## src/comb_double_integrator_filter_unit_assert.svh

```systemverilog
// assertion macros for the cascaded moving-sum filter
// no dependencies; taken in by the modules that carry checks
`ifndef COMB_DOUBLE_INTEGRATOR_FILTER_UNIT_ASSERT_SVH
`define COMB_DOUBLE_INTEGRATOR_FILTER_UNIT_ASSERT_SVH

// same-cycle implication, disabled while reset is low
`define CDIF_ASSERT_NOW(lbl, clk, rst_n, ante, cons) \
    lbl: assert property (@(posedge clk) disable iff (!(rst_n)) (ante) |-> (cons)) \
        else $error("cdif check failed");

// next-cycle implication, disabled while reset is low
`define CDIF_ASSERT_NEXT(lbl, clk, rst_n, ante, cons) \
    lbl: assert property (@(posedge clk) disable iff (!(rst_n)) (ante) |=> (cons)) \
        else $error("cdif check failed");

`endif

```

## src/cdif_pkg.sv

```systemverilog
// shared widths and types for the cascaded moving-sum filter
// no dependencies
`default_nettype none

package cdif_pkg;

    localparam int SAMPLE_W = 16;  // input sample and output result width
    localparam int DIFF_W   = 18;  // signed comb difference x - d1 - d2 + d3
    localparam int ACC_W    = 32;  // wrapping integrator width

    typedef logic [SAMPLE_W-1:0]      t_sample;
    typedef logic signed [DIFF_W-1:0] t_diff;
    typedef logic [ACC_W-1:0]         t_acc;

endpackage

`default_nettype wire

```

## src/cdif_cell.sv

```systemverilog
// one 16-bit delay cell of the sample shift line
// depends on cdif_pkg
`default_nettype none

module cdif_cell (
    input  wire               i_clk,
    input  wire               i_rst_n,
    input  wire               i_shift,
    input  cdif_pkg::t_sample i_d,
    output cdif_pkg::t_sample o_q
);

    cdif_pkg::t_sample r_q;
    cdif_pkg::t_sample n_q;

    always_comb begin
        n_q = i_shift ? i_d : r_q;
    end

    always_ff @(posedge i_clk) begin
        if (!i_rst_n) begin
            r_q <= '0;
        end else begin
            r_q <= n_q;
        end
    end

    assign o_q = r_q;

endmodule

`default_nettype wire

```

## src/cdif_integ.sv

```systemverilog
// one wrapping 32-bit integrator stage with its own valid/ready slot
// depends on cdif_pkg and the assertion macro header
`default_nettype none
`include "comb_double_integrator_filter_unit_assert.svh"

module cdif_integ (
    input  wire            i_clk,
    input  wire            i_rst_n,
    input  wire            i_valid,
    input  cdif_pkg::t_acc i_data,
    output logic           o_ready,
    output logic           o_valid,
    output cdif_pkg::t_acc o_acc,
    input  wire            i_ready
);

    logic           r_valid;
    logic           n_valid;
    cdif_pkg::t_acc r_acc;
    cdif_pkg::t_acc n_acc;
    logic           w_load;

    // slot frees up when empty or when downstream takes the held value
    assign o_ready = !r_valid || i_ready;
    assign w_load  = i_valid && o_ready;

    always_comb begin
        n_acc   = r_acc;
        n_valid = r_valid;
        if (w_load) begin
            n_acc   = r_acc + i_data;
            n_valid = 1'b1;
        end else if (i_ready) begin
            n_valid = 1'b0;
        end
    end

    always_ff @(posedge i_clk) begin
        if (!i_rst_n) begin
            r_valid <= 1'b0;
            r_acc   <= '0;
        end else begin
            r_valid <= n_valid;
            r_acc   <= n_acc;
        end
    end

    assign o_valid = r_valid;
    assign o_acc   = r_acc;

    `CDIF_ASSERT_NOW(a_empty_is_ready, i_clk, i_rst_n, !o_valid, o_ready)
    `CDIF_ASSERT_NEXT(a_load_sets_valid, i_clk, i_rst_n, w_load, o_valid)
    `CDIF_ASSERT_NEXT(a_load_adds, i_clk, i_rst_n, w_load, o_acc == $past(o_acc) + $past(i_data))
    `CDIF_ASSERT_NEXT(a_idle_holds_acc, i_clk, i_rst_n, !w_load, $stable(o_acc))

endmodule

`default_nettype wire

```

## src/comb_double_integrator_filter_unit.sv

```systemverilog
// cascaded 32/64-point moving-sum filter, top level
// depends on cdif_pkg, cdif_cell and cdif_integ
//
//   channel | valid   | ready   | payload            | direction
//   --------+---------+---------+--------------------+----------
//   input   | i_valid | o_ready | i_sample   [15:0]  | in
//   output  | o_valid | i_ready | o_filtered [15:0]  | out
//
// one sample per cycle sustained while the output is not stalled; a result is registered
// in the first integrator, then in the second (each stage a single 32-bit add)
// the comb part is a shift line of 3*SEG_LEN cells tapped at SEG_LEN, 2*SEG_LEN, 3*SEG_LEN
// synchronous active-low reset zeros every cell and both integrators
// a stalled output holds in the second integrator; the first stage still takes
// one more transaction, and o_ready drops only when both stages are full
`default_nettype none

module comb_double_integrator_filter_unit #(
    parameter int SEG_LEN     = 32,
    parameter int SCALE_SHIFT = 11
) (
    input  wire                i_clk,
    input  wire                i_rst_n,
    input  wire                i_valid,
    output logic               o_ready,
    input  wire  [15:0]        i_sample,
    output logic               o_valid,
    input  wire                i_ready,
    output logic [15:0]        o_filtered
);

    localparam int DEPTH = 3 * SEG_LEN;

    // shift line taps: w_tap[k] holds x[n-k] once the new sample is at w_tap[0]
    cdif_pkg::t_sample w_tap [0:DEPTH];
    logic              w_accept;

    // comb difference and integrator links
    cdif_pkg::t_diff   w_diff;
    cdif_pkg::t_acc    w_diff_ext;
    logic              w_s1_valid;
    logic              w_s1_ready;
    cdif_pkg::t_acc    w_s1_acc;
    cdif_pkg::t_acc    w_y;

    assign w_accept = i_valid && o_ready;
    assign w_tap[0] = i_sample;

    // delay line: every accepted transaction moves all cells one place down
    genvar g;
    generate
        for (g = 0; g < DEPTH; g++) begin : g_cell
            cdif_cell u_cell (
                .i_clk   (i_clk),
                .i_rst_n (i_rst_n),
                .i_shift (w_accept),
                .i_d     (w_tap[g]),
                .o_q     (w_tap[g+1])
            );
        end
    endgenerate

    // comb: x[n] - x[n-S] - x[n-2S] + x[n-3S], fits 18 bits signed
    always_comb begin
        w_diff = cdif_pkg::t_diff'({2'b00, w_tap[0]})
               - cdif_pkg::t_diff'({2'b00, w_tap[SEG_LEN]})
               - cdif_pkg::t_diff'({2'b00, w_tap[2*SEG_LEN]})
               + cdif_pkg::t_diff'({2'b00, w_tap[3*SEG_LEN]});
        w_diff_ext = {{(cdif_pkg::ACC_W - cdif_pkg::DIFF_W){w_diff[cdif_pkg::DIFF_W-1]}},
                      w_diff};
    end

    // first integrator: slope u[n] = u[n-1] + comb difference
    cdif_integ u_integ_slope (
        .i_clk   (i_clk),
        .i_rst_n (i_rst_n),
        .i_valid (i_valid),
        .i_data  (w_diff_ext),
        .o_ready (o_ready),
        .o_valid (w_s1_valid),
        .o_acc   (w_s1_acc),
        .i_ready (w_s1_ready)
    );

    // second integrator: y[n] = y[n-1] + u[n], doubles as the output register
    cdif_integ u_integ_out (
        .i_clk   (i_clk),
        .i_rst_n (i_rst_n),
        .i_valid (w_s1_valid),
        .i_data  (w_s1_acc),
        .o_ready (w_s1_ready),
        .o_valid (o_valid),
        .o_acc   (w_y),
        .i_ready (i_ready)
    );

    // scaled result: 16 bits starting at SCALE_SHIFT
    assign o_filtered = w_y[SCALE_SHIFT +: cdif_pkg::SAMPLE_W];

endmodule

`default_nettype wire

```

## config.mk

```make
export PLATFORM = sky130hd
export DESIGN_NAME = comb_double_integrator_filter_unit
export DESIGN_NICKNAME = d
export VERILOG_FILES = /design/src/cdif_pkg.sv /design/src/cdif_cell.sv /design/src/cdif_integ.sv /design/src/comb_double_integrator_filter_unit.sv
export VERILOG_INCLUDE_DIRS = /design/src /design/src/src
export SDC_FILE = /design/constraint.sdc
export NUM_CORES = 2
export LEC_CHECK = 0
export BUFFER_PORTS_ARGS = -buffer_cell sky130_fd_sc_hd__buf_2
export CAP_MARGIN = 10
export CORE_MARGIN = 4
export CORE_UTILIZATION = 63
export CTS_CLUSTER_DIAMETER = 40
export CTS_CLUSTER_SIZE = 16
export DETAILED_ROUTE_END_ITERATION = 12
export GPL_TIMING_DRIVEN = 0
export HOLD_SLACK_MARGIN = 0.06
export PLACE_DENSITY = 0.87
export SYNTH_ARGS = -nofsm -noshare
export SYNTH_HDL_FRONTEND = slang
export SYNTH_SLANG_ARGS = --single-unit
```

## constraint.sdc

```tcl
create_clock -name i_clk -period 7.3 [get_ports i_clk]
set_input_delay 0.365 -clock i_clk [delete_from_list [all_inputs] [get_ports i_clk]]
set_output_delay 0.365 -clock i_clk [all_outputs]
set_load 0.05 [all_outputs]
```

## Yosys cells after proc, flatten, opt, wreduce, memory -nomap -nowiden

Cells that the tools add are included.

- Register bits after elaboration: 1,602
- Bits of input ports: 20
- Output and inout bits: 18
- Word-level logic and storage cells: 117

- Add/subtract/negate cells: 5
- Multiplexer cells: 4
- Reduce and logical (&&, ||, !) cells: 8

Operator list:

| operator | number |
|---|---|
| adder 32 bit | 2 |
| adder 18 x 17 -> 18 bit | 1 |
| subtractor 17 x 17 -> 18 bit | 1 |
| subtractor 16 x 16 -> 17 bit | 1 |
| two-way mux 1 bit | 4 |
| nonzero test 2 bit | 2 |
| logical AND 1 bit | 2 |
| logical NOT 1 bit | 2 |
| logical OR 1 bit | 2 |

## Longest topological paths before layout

- Depth in word-level cells: 5
- Mapped depth: 30
- Depth with buffers taken out: 29

## Modules after synthesis

From an unflattened synthesis, not the netlist that was laid out.

- Cells, all modules: 5,965
- Area, all modules: 67,169.4 µm²

By module, submodules not included:

| module | instances | cells an instance | area an instance (µm²) | seq. area each (µm²) |
|---|---|---|---|---|
| cdif_cell | 96 | 51 | 615.6 | 320.3 |
| cdif_integ | 2 | 394 | 2,999.1 | 660.6 |
| comb_double_integrator_filter_unit | 1 | 281 | 2,074.5 | 0.0 |

## Worst setup path before layout

No wires, ideal clock.

- Kind: input port to flip-flop
- Start point: in i_sample[0]
- End point: reg u_integ_slope.r_acc[26], in the netlist u_integ_slope.o_acc[26]
- Library setup time: 70 ps
- Arrival: 6,142 ps
- Data required time: 7,230 ps
- Slack: 1,088 ps
- Cell stages on the path: 26
- Path buffers: 0
- Cell sequence: inv_1 -> ha_1 -> fa_1 -> nor2b_1 -> o21ai_0 -> a21boi_0 -> o21ai_0 -> a21boi_0 -> nor2_1 -> o211ai_1 -> xor2_1 -> fa_1 -> ha_1 -> a21o_1 -> a21oi_1 -> nor2b_1 -> a311oi_1 -> ha_1 -> a21oi_1 -> nand2_1 -> a211o_1 -> o21a_1 -> a221oi_1 -> xor2_1 -> or3_1 -> a21boi_1

- Word-level cells in the longest chain between the ends: 4

Ends and longest elaborated chain:

| what | RTL line | RTL |
|---|---|---|
| from (decl) | comb_double_integrator_filter_unit.sv:25 | `input wire [15:0] i_sample,` |
| subtractor 16 x 16 -> 17 bit | comb_double_integrator_filter_unit.sv:65 | `- cdif_pkg::t_diff'({2'b00, w_tap[SEG_LEN]})` |
| subtractor 17 x 17 -> 18 bit | comb_double_integrator_filter_unit.sv:66 | `- cdif_pkg::t_diff'({2'b00, w_tap[2*SEG_LEN]})` |
| adder 18 x 17 -> 18 bit | comb_double_integrator_filter_unit.sv:67 | `+ cdif_pkg::t_diff'({2'b00, w_tap[3*SEG_LEN]});` |
| adder 32 bit | cdif_integ.sv:31 | `n_acc = r_acc + i_data;` |
| to (signal assigned) | cdif_integ.sv:44 | `r_acc <= n_acc;` |
| to (decl) | cdif_integ.sv:19 | `cdif_pkg::t_acc r_acc;` |

Every way passes these cells.
A chain may end at the register's enable or synchronous reset.

## Worst setup path in the final report

Ends and elaborated chain as after synthesis.

==> flow_summary.json <==
{
  "fin_crit_sh_pct": 94.77,
  "hpwl_mm": 95.37,
  "max_freq_ghz": 0.1446,
  "track_usage_pct": 25.95,
  "post-place-ws_ns": 0.1836,
  "ys_top_cells_by_area": "dfxtp_1 51%, nand2_1 19%, a21boi_0 19%",
  "grt_max_degree": 17,
  "dieArea_um2": 104300,
  "r2r-end": "u_integ_slope.o_acc[26]$_SDFFE_PN0P_",
  "ys.flop_type": "dfxtp_1",
  "routed_via_density": 5.414,
  "slew_viol_final": 0,
  "cts_setup_buffers": 0,
  "cts_sinks": 1592,
  "wl_per_cell_um": 14.96,
  "portBuffers": 36,
  "coreArea_um2": 98420,
  "dr.pass1.iters": 6,
  "grt_overflow": 0,
  "ant_nets": 0,
  "critPathKind": "input pin to register",
  "grt_pass1_wl_mm": 228.9,
  "cp-start-kind": "input pin",
  "post-route-min-period_ns": 6.918,
  "sw_frac_of_total_pct": 25.73,
  "p_sw_mw": 4.965,
  "end_kind": "register",
  "h-tree-depth": 4,
  "skew_ns": 0.03627,
  "wl_mm": 137.3,
  "synthCells": 7538,
  "synth_edf_count": 0,
  "hold_path.class": "input pin to register",
  "cp.required_ns": 7.96,
  "die_h_um": 323.0,
  "peakVddDrop_mv": 0.2014,
  "drive_above_1_share_pct": 4.414,
  "final-setup-viol-count": 0,
  "start_util_pct": 63.52,
  "path_clk_slew_ns": 0.06,
  "fin_area_um2": 70050,
  "yosysWarnings": 0,
  "synth_top_area_share_pct": 50.98,
  "power.total_mw": 19.29,
  "clk_latency_ns": 0.75,
  "ys_ff_latch": 1592,
  "crit_path_end": "u_integ_slope.o_acc[26]$_SDFFE_PN0P_",
  "areaGrowthSynthToFinish_pct": 12.05,
  "drv_cap": 0,
  "rows": 115,
  "reg2reg_slack_ns": 0.54,
  "power_leakage_nw": 23.00,
  "fin_nets": 7881,
  "ys_async_sr_fraction_pct": 0,
  "powerDensity_nw_per_um2": 275.4,
  "place_area_um2": 64360,
  "synth_area_per_cell_um2": 8.294,
  "power_frac_comb_pct": 10.4,
  "top_level_ports": 38,
  "synth_top_cell_by_area": "dfxtp_1",
  "syn-num-nets": 7663,
  "outcome": "finished, final reports clean",
  "rr_worst_depth": 25,
  "grt_pass1_vias": 48150,
  "clockPowerShare_pct": 43.7,
  "seqPwrFrac_pct": 45.9,
  "p_int_mw": 14.33,
  "clock-root-buffer": "clkbuf_16",
  "cts_tree": "built",
  "hold_viol": 0,
  "cts_buffer_depth": 3,
  "crit_start": "i_sample[0]",
  "arrival_ns": 7.58,
  "vias": 49690,
  "seq_area_frac_synth_pct": 50.98,
  "globalplace.congestion": 0.9278,
  "worst_slack_ns": 0.3820,
  "rsz0062_at_grt": "false",
  "hp-start": "i_rst_n",
  "tightest_slew_ns": 1.136,
  "fp.dieW_um": 323.0,
  "numCtsBuffers": 159,
  "slew_headroom_pct": 24.29,
  "cp_max_fo": 10,
  "yosysUniqueCellTypes": 66,
  "first_iter_violations": 3376,
  "antenna_found_initial": 6,
  "setup_tns_ns": 0,
  "synth_area_um2": 62520,
  "route.detailed.drc": 0,
  "reg2reg_from": "g_cell[31].u_cell.o_q[0]$_SDFFE_PN0P_"
}
-- registers in the layout, indices dropped and copies added (netlist names) --
| signal | flops |
|---|---|
| g_cell.u_cell.o_q | 1536 |
| u_integ_slope.o_valid | 1 |
| u_integ_out.o_valid | 1 |
| u_integ_out.o_acc | 27 |
| u_integ_slope.o_acc | 27 |
-- cell families after synthesis --
| kind of cell | share of synthesized area (%) |
|---|---|
| flops | 50.98 |
| compound gates | 21.33 |
| xor+xnor | 0.8126 |
| mux | 0.06405 |
| buf+inv | 3.861 |
| simple gates | 20.63 |
| fa+ha+maj | 2.330 |
-- area by class of cell --
cell class | count | area, um2
clock inverters | 95 | 1129
multi-input cells | 5321 | 28250
clock buffers | 194 | 4344
flip-flops and latches | 1592 | 31870
diodes | 7 | 17.52
inverters | 64 | 240.2
well taps | 1287 | 1610
repair buffers | 57 | 412.9
fillers | 7089 | 28370
plain buffers | 561 | 2173
-- worst min path at each step --
stage | endpoint | slack, ns | cells after the start
final | u_integ_slope.o_acc[24]$_SDFFE_PN0P_ | 0.13 | 4
after floorplan | g_cell[10].u_cell.o_q[0]$_SDFFE_PN0P_ | 0.44 | 2
after global routing | u_integ_slope.o_acc[24]$_SDFFE_PN0P_ | 0.14 | 4
after global placement | g_cell[94].u_cell.o_q[15]$_SDFFE_PN0P_ | 0.45 | 2
after CTS | u_integ_slope.o_acc[24]$_SDFFE_PN0P_ | 0.09 | 4
after detailed placement | g_cell[35].u_cell.o_q[9]$_SDFFE_PN0P_ | 0.45 | 2
-- cell usage after synthesis (4+ instances only) --
cell / n
and2_1: 29
o211ai_1: 4
a211o_1: 5
and3_1: 7
nand2_1: 3159
nand4_1: 20
xnor2_1: 40
fa_1: 19
o21bai_1: 13
inv_1: 64
nor3_1: 12
a221oi_1: 5
o21a_1: 6
a21boi_0: 1544
ha_1: 86
xor2_1: 18
nor2b_1: 18
buf_1: 16
buf_2: 6
buf_4: 16
a21oi_1: 75
a31oi_1: 6
mux2i_1: 4
a211oi_1: 7
o211a_1: 4
o21ai_0: 69
nand3_1: 29
dfxtp_1: 1592
clkbuf_1: 523
nand2b_1: 9
nor2_1: 42
a21o_1: 37
-- power groups by stage --
stage | sequential (mW) | clock, mW | combinational [mW]
global placement | 9.04 | 0 | 1.89
global route | 8.86 | 8.89 | 2.22
finish | 8.86 | 8.43 | 2.01
floorplan | 9.01 | 0 | 1.53
detailed placement | 9.05 | 0 | 1.94
CTS | 8.85 | 8.52 | 1.97
-- worst max-delay path, stage by stage --
cell,delay [ns]
dlygate4sd3_1,0.61
buf_2,0.22
inv_1,0.07
ha_1,0.22
fa_1,0.42
nor2b_1,0.12
o21ai_0,0.09
a21boi_0,0.30
o21ai_0,0.19
a21boi_0,0.31
nor2_1,0.09
o211ai_1,0.27
xor2_1,0.29
fa_1,0.47
ha_1,0.38
a21o_1,0.19
a21oi_1,0.15
nor2b_1,0.09
a311oi_4,0.62
ha_1,0.41
a21oi_1,0.24
nand2_1,0.09
a211o_1,0.24
o21a_1,0.21
a221oi_1,0.28
xor2_1,0.12
or3_1,0.34
a21boi_1,0.18
-- layout by cell type (no fill, tap or decap), drive strengths merged, types with 17 or more instances in the layout --
cell type,instances
a21boi,1545
dfxtp,1592
nand3,29
nand4,20
inv,101
dlygate4sd3,19
nor2,42
and2,29
buf,76
a21o,37
nor2b,18
o21ai,72
fa,19
nand2,3159
clkinvlp,17
clkbuf,717
a21oi,75
ha,86
clkinv,27
xor2,18
xnor2,40
-- stage by stage --
stage	std cells	utilization, %	hold WS, ns
4_1_cts	9171	71.14	0.09010
3_5_place_dp	8863	65.39	0.4534
3_3_place_gp	8861	65.34	0.4457
6_report	9178	71.18	0.1336
2_1_floorplan	7538	-	0.4412
5_1_grt	9171	71.16	0.1379
-- layer usage --
metal | track usage (%) | vias to the layer above | routed length (um)
met3 | 4.123 | 259 | 6706
met2 | 44.84 | 1074 | 65810
li1 | - | 24950 | -
met4 | 8.069 | 2 | 3610
met1 | 33.57 | 23410 | 61140
met5 | 0 | - | 10
-- timing repair --
| action | in CTS | in global routing |
|---|---|---|
| endpoints found under the hold margin | 18 | 0 |
| hold buffers | 19 | 0 |
| setup endpoints to repair | 0 | 1 |
| resized for setup | 0 | 2 |
(Power assumes the default switching activity.)
